## config.mk

```make
export PLATFORM = sky130hd
export DESIGN_NAME = integer_to_ascii_formatter
export DESIGN_NICKNAME = d
export VERILOG_FILES = /design/src/sv/i2a_pkg.sv /design/src/sv/integer_to_ascii_formatter.sv /design/src/sv/i2a_cell.sv
export VERILOG_INCLUDE_DIRS = /design/src /design/src/sv
export SDC_FILE = /design/constraint.sdc
export NUM_CORES = 1
export LEC_CHECK = 0
export BUFFER_PORTS_ARGS = -buffer_cell sky130_fd_sc_hd__buf_2
export CAP_MARGIN = 40
export CORE_MARGIN = 2
export CORE_UTILIZATION = 67
export DETAILED_ROUTE_END_ITERATION = 7
export MAX_ROUTING_LAYER = met4
export PLACE_DENSITY_LB_ADDON = 0.12
export SLEW_MARGIN = 20
export SYNTH_ARGS = -nofsm -noshare
export SYNTH_HDL_FRONTEND = slang
export SYNTH_HIERARCHICAL = 1
export SYNTH_SLANG_ARGS = --single-unit
```

## constraint.sdc

```tcl
create_clock -name clk -period 13.9 [get_ports clk]
set_input_delay 2.78 -clock clk [delete_from_list [all_inputs] [get_ports clk]]
set_output_delay 2.78 -clock clk [all_outputs]
set_load 0.005 [all_outputs]
```

## src/sv/integer_to_ascii_formatter_defines.svh

```systemverilog
// ---------------------------------------------------------------------------
// integer_to_ascii_formatter_defines.svh
// Assertion macros for the integer to ASCII formatter.
// ---------------------------------------------------------------------------
`ifndef INTEGER_TO_ASCII_FORMATTER_DEFINES_SVH
`define INTEGER_TO_ASCII_FORMATTER_DEFINES_SVH

`ifndef SYNTHESIS

// Same-cycle implication, disabled during reset
`define I2A_ASSERT_IMPL(label, clk, rst_n, ante, cons) \
    label: assert property (@(posedge clk) disable iff (!rst_n) (ante) |-> (cons)) \
        else $error("i2a assertion failed");

// Next-cycle implication, disabled during reset
`define I2A_ASSERT_NEXT(label, clk, rst_n, ante, cons) \
    label: assert property (@(posedge clk) disable iff (!rst_n) (ante) |=> (cons)) \
        else $error("i2a assertion failed");

`else

`define I2A_ASSERT_IMPL(label, clk, rst_n, ante, cons)
`define I2A_ASSERT_NEXT(label, clk, rst_n, ante, cons)

`endif

`endif

```

## src/sv/i2a_pkg.sv

```systemverilog
// ---------------------------------------------------------------------------
// i2a_pkg
// Shared types, codes and character helpers for the formatter.
// ---------------------------------------------------------------------------
`default_nettype none

package i2a_pkg;

    localparam int VALUE_BITS_DEF = 32;

    // conversion kinds
    localparam logic [2:0] KIND_SDEC = 3'd0;
    localparam logic [2:0] KIND_UDEC = 3'd1;
    localparam logic [2:0] KIND_OCT  = 3'd2;
    localparam logic [2:0] KIND_HEXL = 3'd3;
    localparam logic [2:0] KIND_HEXU = 3'd4;

    // sign modes
    localparam logic [1:0] SIGN_MINUS_ONLY = 2'd0;
    localparam logic [1:0] SIGN_PLUS       = 2'd1;
    localparam logic [1:0] SIGN_SPACE      = 2'd2;

    // characters
    localparam logic [6:0] CH_ZERO  = 7'h30;
    localparam logic [6:0] CH_LOWA  = 7'h61;
    localparam logic [6:0] CH_MINUS = 7'h2D;
    localparam logic [6:0] CH_PLUS  = 7'h2B;
    localparam logic [6:0] CH_SPACE = 7'h20;
    localparam logic [6:0] CASE_GAP = 7'd32;

    localparam logic [4:0] BASE_OCT = 5'd8;
    localparam logic [4:0] BASE_DEC = 5'd10;
    localparam logic [4:0] BASE_HEX = 5'd16;

    typedef logic [4:0] base_t;
    typedef logic [3:0] digit_t;

    typedef struct packed {
        logic clear;
        logic conv;
        logic shift;
    } cell_ctrl_t;

    // map one digit value to its ASCII code
    function automatic logic [6:0] digit_to_ascii(input digit_t d, input logic upper);
        logic [6:0] c;
        begin
            if (d > 4'd9) begin
                c = ({3'b000, d} - 7'd10) + CH_LOWA;
                if (upper) begin
                    c = c - CASE_GAP;
                end
            end else begin
                c = {3'b000, d} + CH_ZERO;
            end
            return c;
        end
    endfunction

endpackage

`default_nettype wire

```

## src/sv/integer_to_ascii_formatter.sv

```systemverilog
// ---------------------------------------------------------------------------
// integer_to_ascii_formatter
// Converts one binary word into ASCII text, most significant digit first.
// ---------------------------------------------------------------------------
// Input channel (in_valid/in_ready) takes one word: value, req_type and
// sign_mode. Output channel (out_valid/out_ready) gives the text one
// character at a time, with last_char set on the final character.
// A row of digit cells converts the magnitude one bit per cycle, most
// significant bit first: each cell doubles its digit, adds the carry from
// the cell below and passes the overflow upward. The same row then shifts
// towards the top cell, which feeds the output register; leading zero
// digits are dropped.
// Each word is accepted, converted over VALUE_BITS bits (32 by default),
// then given an optional sign, then NUM_CELLS digits (11 by default) are
// emitted or dropped. One word is in work at a time; in_ready is high only
// while idle. A stalled receiver holds the output register and the
// emission of sign and digits, though leading zeros are still dropped;
// the last character may still wait in the output register while the
// next word is accepted. Reset returns to idle with the output register
// empty.
// ---------------------------------------------------------------------------
`default_nettype none

`include "integer_to_ascii_formatter_defines.svh"

module integer_to_ascii_formatter
    import i2a_pkg::*;
#(
    parameter int VALUE_BITS = VALUE_BITS_DEF
)
(
    input  logic        clk,
    input  logic        rst_n,
    input  logic        in_valid,
    output logic        in_ready,
    input  logic [31:0] value,
    input  logic [2:0]  req_type,
    input  logic [1:0]  sign_mode,
    output logic        out_valid,
    input  logic        out_ready,
    output logic [6:0]  ascii_char,
    output logic        last_char
);

    // octal needs the most digits of any radix
    localparam int NUM_CELLS = (VALUE_BITS + 2) / 3;
    localparam int CNT_W     = $clog2(VALUE_BITS + 1);
    localparam int EMIT_W    = $clog2(NUM_CELLS + 1);

    typedef enum logic [1:0] {
        S_IDLE,
        S_CONV,
        S_SIGN,
        S_EMIT
    } state_t;

    state_t                  state_reg,     state_next;
    logic [VALUE_BITS-1:0]   mag_reg,       mag_next;
    logic [CNT_W-1:0]        conv_cnt_reg,  conv_cnt_next;
    logic [EMIT_W-1:0]       emit_cnt_reg,  emit_cnt_next;
    base_t                   base_reg,      base_next;
    logic                    upper_reg,     upper_next;
    logic                    has_sign_reg,  has_sign_next;
    logic [6:0]              sign_reg,      sign_next;
    logic                    seen_reg,      seen_next;
    logic                    out_valid_reg, out_valid_next;
    logic [6:0]              ascii_reg,     ascii_next;
    logic                    last_reg,      last_next;

    logic [VALUE_BITS-1:0]   val_in;
    logic [VALUE_BITS-1:0]   val_mag;
    logic                    val_neg;
    logic                    out_free;
    cell_ctrl_t              cell_ctrl;
    logic [NUM_CELLS:0]      carry_w;
    digit_t                  digit_w [NUM_CELLS];
    digit_t                  top_digit;

    // take the low VALUE_BITS bits of the word, zero-extend if wider
    generate
        if (VALUE_BITS <= 32)
        begin : g_in_narrow
            assign val_in = value[VALUE_BITS-1:0];
        end
        else
        begin : g_in_wide
            assign val_in = {{(VALUE_BITS - 32){1'b0}}, value};
        end
    endgenerate

    // magnitude of a negative signed word; the most negative maps onto itself
    assign val_neg = (req_type == KIND_SDEC) && val_in[VALUE_BITS-1];
    assign val_mag = val_neg ? (~val_in + VALUE_BITS'(1)) : val_in;

    // bit stream enters the least significant cell
    assign carry_w[0] = mag_reg[VALUE_BITS-1];

    generate
        for (genvar i = 0; i < NUM_CELLS; i++)
        begin : g_cell
            digit_t nb_digit;
            if (i == 0)
            begin : g_first
                assign nb_digit = '0;
            end
            else
            begin : g_rest
                assign nb_digit = digit_w[i-1];
            end

            i2a_cell u_cell (
                .clk       (clk),
                .ctrl      (cell_ctrl),
                .base      (base_reg),
                .carry_in  (carry_w[i]),
                .digit_in  (nb_digit),
                .carry_out (carry_w[i+1]),
                .digit     (digit_w[i])
            );
        end
    endgenerate

    assign top_digit = digit_w[NUM_CELLS-1];
    assign out_free  = !out_valid_reg || out_ready;

    always_comb
    begin
        state_next     = state_reg;
        mag_next       = mag_reg;
        conv_cnt_next  = conv_cnt_reg;
        emit_cnt_next  = emit_cnt_reg;
        base_next      = base_reg;
        upper_next     = upper_reg;
        has_sign_next  = has_sign_reg;
        sign_next      = sign_reg;
        seen_next      = seen_reg;
        out_valid_next = out_valid_reg && !out_ready;
        ascii_next     = ascii_reg;
        last_next      = last_reg;
        cell_ctrl      = '0;

        unique case (state_reg)
            S_IDLE:
            begin
                if (in_valid)
                begin
                    // load the word and clear the digit row
                    cell_ctrl.clear = 1'b1;
                    mag_next        = val_mag;
                    conv_cnt_next   = CNT_W'(VALUE_BITS);
                    upper_next      = (req_type == KIND_HEXU);
                    unique case (req_type)
                        KIND_OCT:  base_next = BASE_OCT;
                        KIND_HEXL: base_next = BASE_HEX;
                        KIND_HEXU: base_next = BASE_HEX;
                        default:   base_next = BASE_DEC;
                    endcase
                    has_sign_next = 1'b0;
                    sign_next     = CH_MINUS;
                    if (req_type == KIND_SDEC)
                    begin
                        if (val_neg)
                        begin
                            has_sign_next = 1'b1;
                        end
                        else if (sign_mode == SIGN_PLUS)
                        begin
                            has_sign_next = 1'b1;
                            sign_next     = CH_PLUS;
                        end
                        else if (sign_mode == SIGN_SPACE)
                        begin
                            has_sign_next = 1'b1;
                            sign_next     = CH_SPACE;
                        end
                    end
                    state_next = S_CONV;
                end
            end

            S_CONV:
            begin
                // advance one bit through the cell row
                cell_ctrl.conv = 1'b1;
                mag_next       = mag_reg << 1;
                conv_cnt_next  = conv_cnt_reg - CNT_W'(1);
                if (conv_cnt_reg == CNT_W'(1))
                begin
                    emit_cnt_next = EMIT_W'(NUM_CELLS);
                    seen_next     = 1'b0;
                    state_next    = has_sign_reg ? S_SIGN : S_EMIT;
                end
            end

            S_SIGN:
            begin
                if (out_free)
                begin
                    out_valid_next = 1'b1;
                    ascii_next     = sign_reg;
                    last_next      = 1'b0;
                    state_next     = S_EMIT;
                end
            end

            S_EMIT:
            begin
                if (!seen_reg && (top_digit == '0) && (emit_cnt_reg != EMIT_W'(1)))
                begin
                    // drop a leading zero
                    cell_ctrl.shift = 1'b1;
                    emit_cnt_next   = emit_cnt_reg - EMIT_W'(1);
                end
                else if (out_free)
                begin
                    cell_ctrl.shift = 1'b1;
                    emit_cnt_next   = emit_cnt_reg - EMIT_W'(1);
                    seen_next       = 1'b1;
                    out_valid_next  = 1'b1;
                    ascii_next      = digit_to_ascii(top_digit, upper_reg);
                    last_next       = (emit_cnt_reg == EMIT_W'(1));
                    if (emit_cnt_reg == EMIT_W'(1))
                    begin
                        state_next = S_IDLE;
                    end
                end
            end

            default:
            begin
                state_next = S_IDLE;
            end
        endcase
    end

    always_ff @(posedge clk or negedge rst_n)
    begin
        if (!rst_n)
        begin
            state_reg     <= S_IDLE;
            mag_reg       <= '0;
            conv_cnt_reg  <= '0;
            emit_cnt_reg  <= '0;
            base_reg      <= BASE_DEC;
            upper_reg     <= 1'b0;
            has_sign_reg  <= 1'b0;
            sign_reg      <= CH_MINUS;
            seen_reg      <= 1'b0;
            out_valid_reg <= 1'b0;
            ascii_reg     <= '0;
            last_reg      <= 1'b0;
        end
        else
        begin
            state_reg     <= state_next;
            mag_reg       <= mag_next;
            conv_cnt_reg  <= conv_cnt_next;
            emit_cnt_reg  <= emit_cnt_next;
            base_reg      <= base_next;
            upper_reg     <= upper_next;
            has_sign_reg  <= has_sign_next;
            sign_reg      <= sign_next;
            seen_reg      <= seen_next;
            out_valid_reg <= out_valid_next;
            ascii_reg     <= ascii_next;
            last_reg      <= last_next;
        end
    end

    assign in_ready   = (state_reg == S_IDLE);
    assign out_valid  = out_valid_reg;
    assign ascii_char = ascii_reg;
    assign last_char  = last_reg;

    // an accepted word always starts a conversion pass
    `I2A_ASSERT_NEXT(a_accept_conv, clk, rst_n, in_valid && in_ready, state_reg == S_CONV)
    // the bit counter never runs out while converting
    `I2A_ASSERT_IMPL(a_conv_cnt, clk, rst_n, state_reg == S_CONV, conv_cnt_reg != '0)
    // the digit counter never runs out while emitting
    `I2A_ASSERT_IMPL(a_emit_cnt, clk, rst_n, state_reg == S_EMIT, emit_cnt_reg != '0)
    // the top cell always holds a legal digit of the current radix
    `I2A_ASSERT_IMPL(a_top_digit, clk, rst_n, state_reg == S_EMIT, {1'b0, top_digit} < base_reg)

endmodule

`default_nettype wire

```

## src/sv/i2a_cell.sv

```systemverilog
// ---------------------------------------------------------------------------
// i2a_cell
// One digit cell: doubles its digit plus carry in, takes its neighbour's, or clears.
// ---------------------------------------------------------------------------
`default_nettype none

module i2a_cell
    import i2a_pkg::*;
(
    input  logic       clk,
    input  cell_ctrl_t ctrl,
    input  base_t      base,
    input  logic       carry_in,
    input  digit_t     digit_in,
    output logic       carry_out,
    output digit_t     digit
);

    digit_t     digit_reg;
    digit_t     digit_next;
    logic [4:0] dbl;
    logic [4:0] dbl_sub;

    assign dbl       = {digit_reg, carry_in};
    assign dbl_sub   = dbl - base;
    // every radix is even, so the carry in never tips the compare; keep the
    // carry off the row-long ripple path
    assign carry_out = ({digit_reg, 1'b0} >= base);
    assign digit     = digit_reg;

    always_comb
    begin
        digit_next = digit_reg;
        priority if (ctrl.clear)
        begin
            digit_next = '0;
        end
        else if (ctrl.conv)
        begin
            // fold the overflow into the next cell
            digit_next = carry_out ? dbl_sub[3:0] : dbl[3:0];
        end
        else if (ctrl.shift)
        begin
            digit_next = digit_in;
        end
    end

    always_ff @(posedge clk)
    begin
        digit_reg <= digit_next;
    end

endmodule

`default_nettype wire
```

---- Word-level counts from Yosys, hierarchy flattened ----
Cells that the tools add are included.
word-level totals
  register bits after elaboration ......... 112
  latch bits .............................. 0
  RAM bits ................................ 0
  ROM bits ................................ 0
  input port bits ......................... 41
  output and inout port bits .............. 10
  logic and storage cells ................. 176
  memories kept ........................... 0
cells by class
  add/subtract/negate cells ............... 18
  multiply operators ...................... 0
  divide/modulo/power cells ............... 0
  $lt $le $gt $ge ......................... 12
  equal/unequal tests ..................... 18
  shifts and indexed selects .............. 0
  muxes and demuxes ....................... 82
  bitwise gates (word level) .............. 1
  reductions and logical operators ........ 22
operators by type and width
  operator                                             number
  two-way mux 4 bit                                    40
  two-way mux 32 bit                                   2
  case mux 32 bit (2 select lines)                     1
  >= comparator 5 bit                                  11
  subtractor 4 bit                                     11
  two-way mux 7 bit                                    5
  adder 32 x 1 -> 32 bit, second input constant        1
  NOT 32 bit                                           1
  two-way mux 1 bit                                    19
  case mux 7 bit (2 select lines)                      1
  two-way mux 2 bit                                    6
  != test 2 bit, second input constant                 6
  case mux 6 bit (2 select lines)                      1
  case mux 5 bit (2 select lines)                      1
  case mux 2 bit (4 select lines)                      1
  case mux 4 bit (2 select lines)                      1
  AND reduction 4 bit                                  2
  nonzero test 2 bit                                   4
  adder 4 x 6 -> 7 bit, second input constant          1
  adder 5 x 6 -> 7 bit, second input constant          1
  subtractor 7 x 6 -> 7 bit, second input constant     1
  equality test 2 bit, second input constant           3
  equality test 3 x 2 -> 1 bit, second input constant  2
  equality test 6 x 1 -> 1 bit, second input constant  1
  other kinds (21)                                     30

---- Logic depth before layout (Yosys ltp) ----
  depth in word-level cells ............... 8
  mapped depth ............................ 11
  gate-level depth less buffers ........... 11

---- Hierarchy ----
Netlist, hierarchy kept.
modules (own cells, without submodules)
  module                            instances  cells an instance  area an instance (µm²)  seq. area each (µm²)
  integer_to_ascii_formatter        1          422                3831.2                  1556.5
  i2a_cell at g_cell[4].u_cell ...  6          49                 425.4                   80.1
  i2a_cell at g_cell[0].u_cell ...  5          51                 427.9                   80.1

---- Least setup slack after synthesis ----
No wires, ideal clock.
  path type ............................... input port to flip-flop
  start ................................... input out_ready
  end ..................................... register g_cell[4].u_cell.digit_reg[1]
  setup time .............................. 0.120 ns
  arrival ................................. 6.645 ns
  data required time ...................... 13.780 ns
  slack ................................... 7.136 ns
  cell stages on the path ................. 5
  path buffers ............................ 0
  cells stage by stage .................... nor2b_1 -> a21oi_1 -> mux2i_1 -> nor3_1 -> a211o_1
RTL lines
  item                  RTL line                          text
  from (decl)           integer_to_ascii_formatter.sv:40  input logic out_ready,
  to (signal assigned)  i2a_cell.sv:51                    digit_reg <= digit_next;
  to (decl)             i2a_cell.sv:19                    digit_t digit_reg;

---- Final worst setup path ----
  start ................................... input in_valid
  end ..................................... register mag_reg[31]
between the ends
  longest elaborated chain between the ends .. 2
RTL lines
  item                           RTL line                           text
  from (decl)                    integer_to_ascii_formatter.sv:34   input logic in_valid,
  != test 2 bit (no line)        --
  AND reduction 2 bit (no line)  --
  to (signal assigned)           integer_to_ascii_formatter.sv:256  mag_reg <= mag_next;
  to (decl)                      integer_to_ascii_formatter.sv:58   logic [VALUE_BITS-1:0] mag_reg, mag_next;
No other way between the ends.
A chain may end at the register's enable or synchronous reset.

==> impl_results.html <==
<table>
<tr><th>Metric</th><th>Value</th></tr>
<tr><th colspan="2">Run status</th></tr>
<tr><td>Run status</td><td>finished, final reports clean</td></tr>
<tr><th colspan="2">Synth</th></tr>
<tr><td>Distinct cells, synth</td><td>62</td></tr>
<tr><td>Count of mapped cells out of synthesis</td><td>971</td></tr>
<tr><td>Commonest cells in the netlist</td><td>sky130_fd_sc_hd__inv_1, sky130_fd_sc_hd__ha_1, sky130_fd_sc_hd__nand2_1</td></tr>
<tr><td>Area contributors post-synth</td><td>sky130_fd_sc_hd__dfrtp_1, sky130_fd_sc_hd__ha_1, sky130_fd_sc_hd__dfxtp_1</td></tr>
<tr><td>Cell area after synthesis</td><td>0.008523 mm^2</td></tr>
<tr><td>Synthesized area divided by synthesized cell count</td><td>8.778 um^2</td></tr>
<tr><td>Post-synth top area share</td><td>17.03%</td></tr>
<tr><td>Async set-or-reset flop fraction in the synthesized netlist</td><td>58.49%</td></tr>
<tr><td>Total of flip-flops plus latches after synthesis</td><td>106</td></tr>
<tr><td>Most frequently used flop master after synthesis</td><td>sky130_fd_sc_hd__dfrtp_1</td></tr>
<tr><td>Most common cell in the netlist</td><td>sky130_fd_sc_hd__inv_1</td></tr>
<tr><td>Sequential share of the synthesized area</td><td>28.60%</td></tr>
<tr><td>Count of flip-flops with a built-in enable after synthesis</td><td>0</td></tr>
<tr><td>Total of warnings raised by yosys</td><td>6</td></tr>
<tr><td>Cell type with the highest aggregate area in the netlist</td><td>sky130_fd_sc_hd__dfrtp_1</td></tr>
<tr><th colspan="2">Floorplanning</th></tr>
<tr><td>Core outline area</td><td>0.01252 mm^2</td></tr>
<tr><td>Die boundary width</td><td>116.8 um</td></tr>
<tr><td>Effective utilization at floorplan</td><td>68.09%</td></tr>
<tr><td>DIE AREA</td><td>0.01364 mm^2</td></tr>
<tr><td>Height of the die</td><td>116.8 um</td></tr>
<tr><td>Number of primary I/O pins</td><td>51</td></tr>
<tr><td>Core Rows</td><td>41</td></tr>
<tr><th colspan="2">Cells and area</th></tr>
<tr><td>Net count, final</td><td>1164</td></tr>
<tr><td>Flip-flop count of the largest register, all copies and words added</td><td>44</td></tr>
<tr><td>Number of cells in the finished layout apart from fillers</td><td>1218</td></tr>
<tr><td>Layout filler cell count</td><td>969</td></tr>
<tr><td>Final Instance Area</td><td>0.009417 mm^2</td></tr>
<tr><td>Share of layout cells above drive strength 1</td><td>13.10%</td></tr>
<tr><td>Layout Area Growth over Synthesis</td><td>10.48%</td></tr>
<tr><td>Antenna Diode Count</td><td>0</td></tr>
<tr><th colspan="2">Critical path</th></tr>
<tr><td>Delay of the slowest cell on the worst path</td><td>0.59 ns</td></tr>
<tr><td>Slowest CP cell</td><td>sky130_fd_sc_hd__inv_2</td></tr>
<tr><td>CP Capture Type</td><td>flip-flop</td></tr>
<tr><td>CP Max Fanout</td><td>49</td></tr>
<tr><td>Worst Setup Start Kind</td><td>input pin</td></tr>
<tr><td>Series of cell instances along the critical path</td><td>buf_2 &gt; nand2_1 &gt; inv_2 &gt; buf_4 &gt; nand2_1 &gt; or3_1 &gt; o41ai_1</td></tr>
<tr><td>Start of the worst register-to-register path</td><td>state_reg[0]$_DFFE_PN0P_</td></tr>
<tr><td>Launch point of the critical path</td><td>in_valid</td></tr>
<tr><td>Critical path required time</td><td>14.15 ns</td></tr>
<tr><td>Cell occurring most often along the worst timing path</td><td>sky130_fd_sc_hd__nand2_1</td></tr>
<tr><td>Worst Setup Path Type</td><td>in -&gt; reg</td></tr>
<tr><td>Arrival time of the worst setup path</td><td>5.21 ns</td></tr>
<tr><th colspan="2">Timing</th></tr>
<tr><td>Number of pins with negative max-slew slack in the final report</td><td>0</td></tr>
<tr><td>Worst Tran Pin Value</td><td>0.8287 ns</td></tr>
<tr><td>Final clock skew</td><td>0.007348 ns</td></tr>
<tr><td>Least setup slack across all paths after layout</td><td>8.943 ns</td></tr>
<tr><td>Peak Freq</td><td>201.7 MHz</td></tr>
<tr><td>Number of setup violations in the final report</td><td>0</td></tr>
<tr><td>Crit path time final</td><td>4.957 ns</td></tr>
<tr><td>Setup repair after global routing missed its margin</td><td>false</td></tr>
<tr><td>TNS Setup</td><td>0 ns</td></tr>
<tr><td>Final hold slack</td><td>0.4832 ns</td></tr>
<tr><td>Number of hold violations in the final report</td><td>0</td></tr>
<tr><td>Worst slew margin</td><td>44.75%</td></tr>
<tr><td>Final period util</td><td>35.66%</td></tr>
<tr><th colspan="2">Detailed routing</th></tr>
<tr><td>Number of remaining DRC errors</td><td>0</td></tr>
<tr><td>First-pass iteration count of the detailed router</td><td>5</td></tr>
<tr><td>Per-cell via count in the routed design</td><td>6.095</td></tr>
<tr><td>DR WL/cell</td><td>15.67 um</td></tr>
<tr><td>Post-DRT Antenna Nets</td><td>0</td></tr>
<tr><td>Total number of vias</td><td>7424</td></tr>
<tr><td>Iteration-0 DRC count of the detailed router</td><td>527</td></tr>
<tr><td>Final wirelength</td><td>19.09 mm</td></tr>
<tr><th colspan="2">Clocking</th></tr>
<tr><td>Clock input transition at the sequential cells of the worst setup and hold paths</td><td>0.07 ns</td></tr>
<tr><td>CTS Hold Bufs</td><td>0</td></tr>
<tr><td>CTS root buf</td><td>sky130_fd_sc_hd__clkbuf_16</td></tr>
<tr><td>H-tree levels</td><td>3</td></tr>
<tr><td>Post-CTS sizing</td><td>0</td></tr>
<tr><td>CTS tree</td><td>built</td></tr>
<tr><td>Total setup buffers inserted after CTS</td><td>0</td></tr>
<tr><td>Total clock buffers created by CTS</td><td>9</td></tr>
<tr><td>Latest clock arrival within the worst-skew pair</td><td>0.36 ns</td></tr>
<tr><td>CTS sink count</td><td>106</td></tr>
<tr><td>Max Buffers Root-to-Sink</td><td>2</td></tr>
<tr><th colspan="2">Power</th></tr>
<tr><td>Peak supply drop</td><td>119.5 uV</td></tr>
<tr><td>Pwr dens</td><td>243.2 mW/mm^2</td></tr>
<tr><td>Leakage</td><td>0.004353 uW</td></tr>
<tr><th colspan="2">Placement</th></tr>
<tr><td>Buffers added on ports</td><td>50</td></tr>
<tr><td>Routability congestion estimate from global placement</td><td>0.8492</td></tr>
<tr><td>Placed wire-length estimate after detailed placement</td><td>13.25 mm</td></tr>
<tr><td>Cell count after placement</td><td>1200</td></tr>
<tr><td>Worst slack, placed</td><td>8.620 ns</td></tr>
<tr><td>Placed inst area</td><td>0.009076 mm^2</td></tr>
<tr><th colspan="2">Min path</th></tr>
<tr><td>Origin of the worst min-delay path</td><td>ascii_char[1]$_DFFE_PN0P_</td></tr>
<tr><td>Min-delay worst type</td><td>reg -&gt; reg</td></tr>
<tr><th colspan="2">Global routing</th></tr>
<tr><td>Maximum number of pins on one net before global-route repair</td><td>73</td></tr>
<tr><td>Total GRT Usage</td><td>29.30%</td></tr>
<tr><td>Global-route wire length before repair</td><td>31.33 mm</td></tr>
<tr><td>Residual overflow from global routing</td><td>0</td></tr>
<tr><td>Antenna violations before repair</td><td>0</td></tr>
<tr><td>Via count of the first global-routing pass</td><td>6742</td></tr>
<tr><th colspan="2">Flow run</th></tr>
<tr><td>Max capacitance violation total</td><td>0</td></tr>
</table>
kinds of logic (layout without fill, tap and decap cells):
family                   count (synthesis)  count (layout)  share of synthesized area, %
multiplexers                            20              20                         2.363
AO/OA/AOI/OAI                          297             297                         25.79
adder cells (fa/ha/maj)                 82              82                         13.01
buffers and inverters                  123             162                         5.813
other                                    1              37                       0.04400
AND/OR/NAND/NOR                        293             293                         19.35
XOR/XNOR                                49              49                         5.035
flip-flops                             106             106                         28.60
worst max-delay path: cells and delay by family:
family	cells	cell delay (ns)
buf+inv	3	1.26
simple gates	3	0.89
compound gates	1	0.24
metal layers:
layer | track usage (%) | share of wire, % | vias up
met3 | 4.634 | 3.4 | 21
met4 | 7.451 | 1.3 | 0
met5 | - | 0 | -
li1 | - | - | 3721
met1 | 39.53 | 47 | 3538
met2 | 46.55 | 48 | 144
power breakdown:
part / switching [uW] / total (uW) / internal, uW
registers: 148 / 605 / 457
clock network: 121 / 267 / 146
logic: 806 / 1420 / 613
total: 1070 / 2290 / 1220
layout by cell type (no fill, tap or decap), types with 17 or more instances in the layout:
cell type	instances
sky130_fd_sc_hd__ha_1	70
sky130_fd_sc_hd__a21o_1	29
sky130_fd_sc_hd__or3_1	28
sky130_fd_sc_hd__xor2_1	28
sky130_fd_sc_hd__dfxtp_1	44
sky130_fd_sc_hd__a311oi_1	22
sky130_fd_sc_hd__conb_1	37
sky130_fd_sc_hd__a21oi_1	45
sky130_fd_sc_hd__xnor2_1	21
sky130_fd_sc_hd__o21ai_0	54
sky130_fd_sc_hd__a211o_1	18
sky130_fd_sc_hd__nor3b_1	17
sky130_fd_sc_hd__a211oi_1	29
sky130_fd_sc_hd__dfrtp_1	58
sky130_fd_sc_hd__nand2_1	70
sky130_fd_sc_hd__nand3_1	34
sky130_fd_sc_hd__nor2_1	32
sky130_fd_sc_hd__buf_2	50
sky130_fd_sc_hd__nor4_1	18
sky130_fd_sc_hd__inv_1	84
sky130_fd_sc_hd__mux2i_1	19
sky130_fd_sc_hd__nor2b_1	25
sky130_fd_sc_hd__nor3_1	21
through the flow:
stage                     util [%]  power, uW
final                        75.23       2290
after global routing         75.23       2515
after CTS                    74.95       2277
after detailed placement     72.51       2000
after global placement       72.08       1936
after floorplan                  -       1689
final cells by class:
class | instances | area [um^2] | area share, %
inverters | 85 | 319.1 | 3.388
flip-flops and latches | 106 | 2437 | 25.88
clock buffers | 11 | 242.7 | 2.578
clock inverters | 5 | 62.56 | 0.6644
multi-input cells | 778 | 5756 | 61.12
well taps | 172 | 215.2 | 2.285
repair buffers | 61 | 384.1 | 4.079
final timing paths:
path | cells past startpoint | slack (ns) | end
setup / recovery | 7 | 8.94 | mag_reg[31]$_DFFE_PN0P_
hold / removal | 2 | 0.48 | ascii_char[1]$_DFFE_PN0P_
setup reg to reg | 8 | 10.49 | mag_reg[31]$_DFFE_PN0P_
hold reg to reg | 2 | 0.48 | ascii_char[1]$_DFFE_PN0P_
max in group asynchronous | 3 | 11.09 | base_reg[3]$_DFFE_PN1P_
min in group asynchronous | 2 | 2.31 | ascii_char[0]$_DFFE_PN0P_
Power figures use the tool's default switching activity.
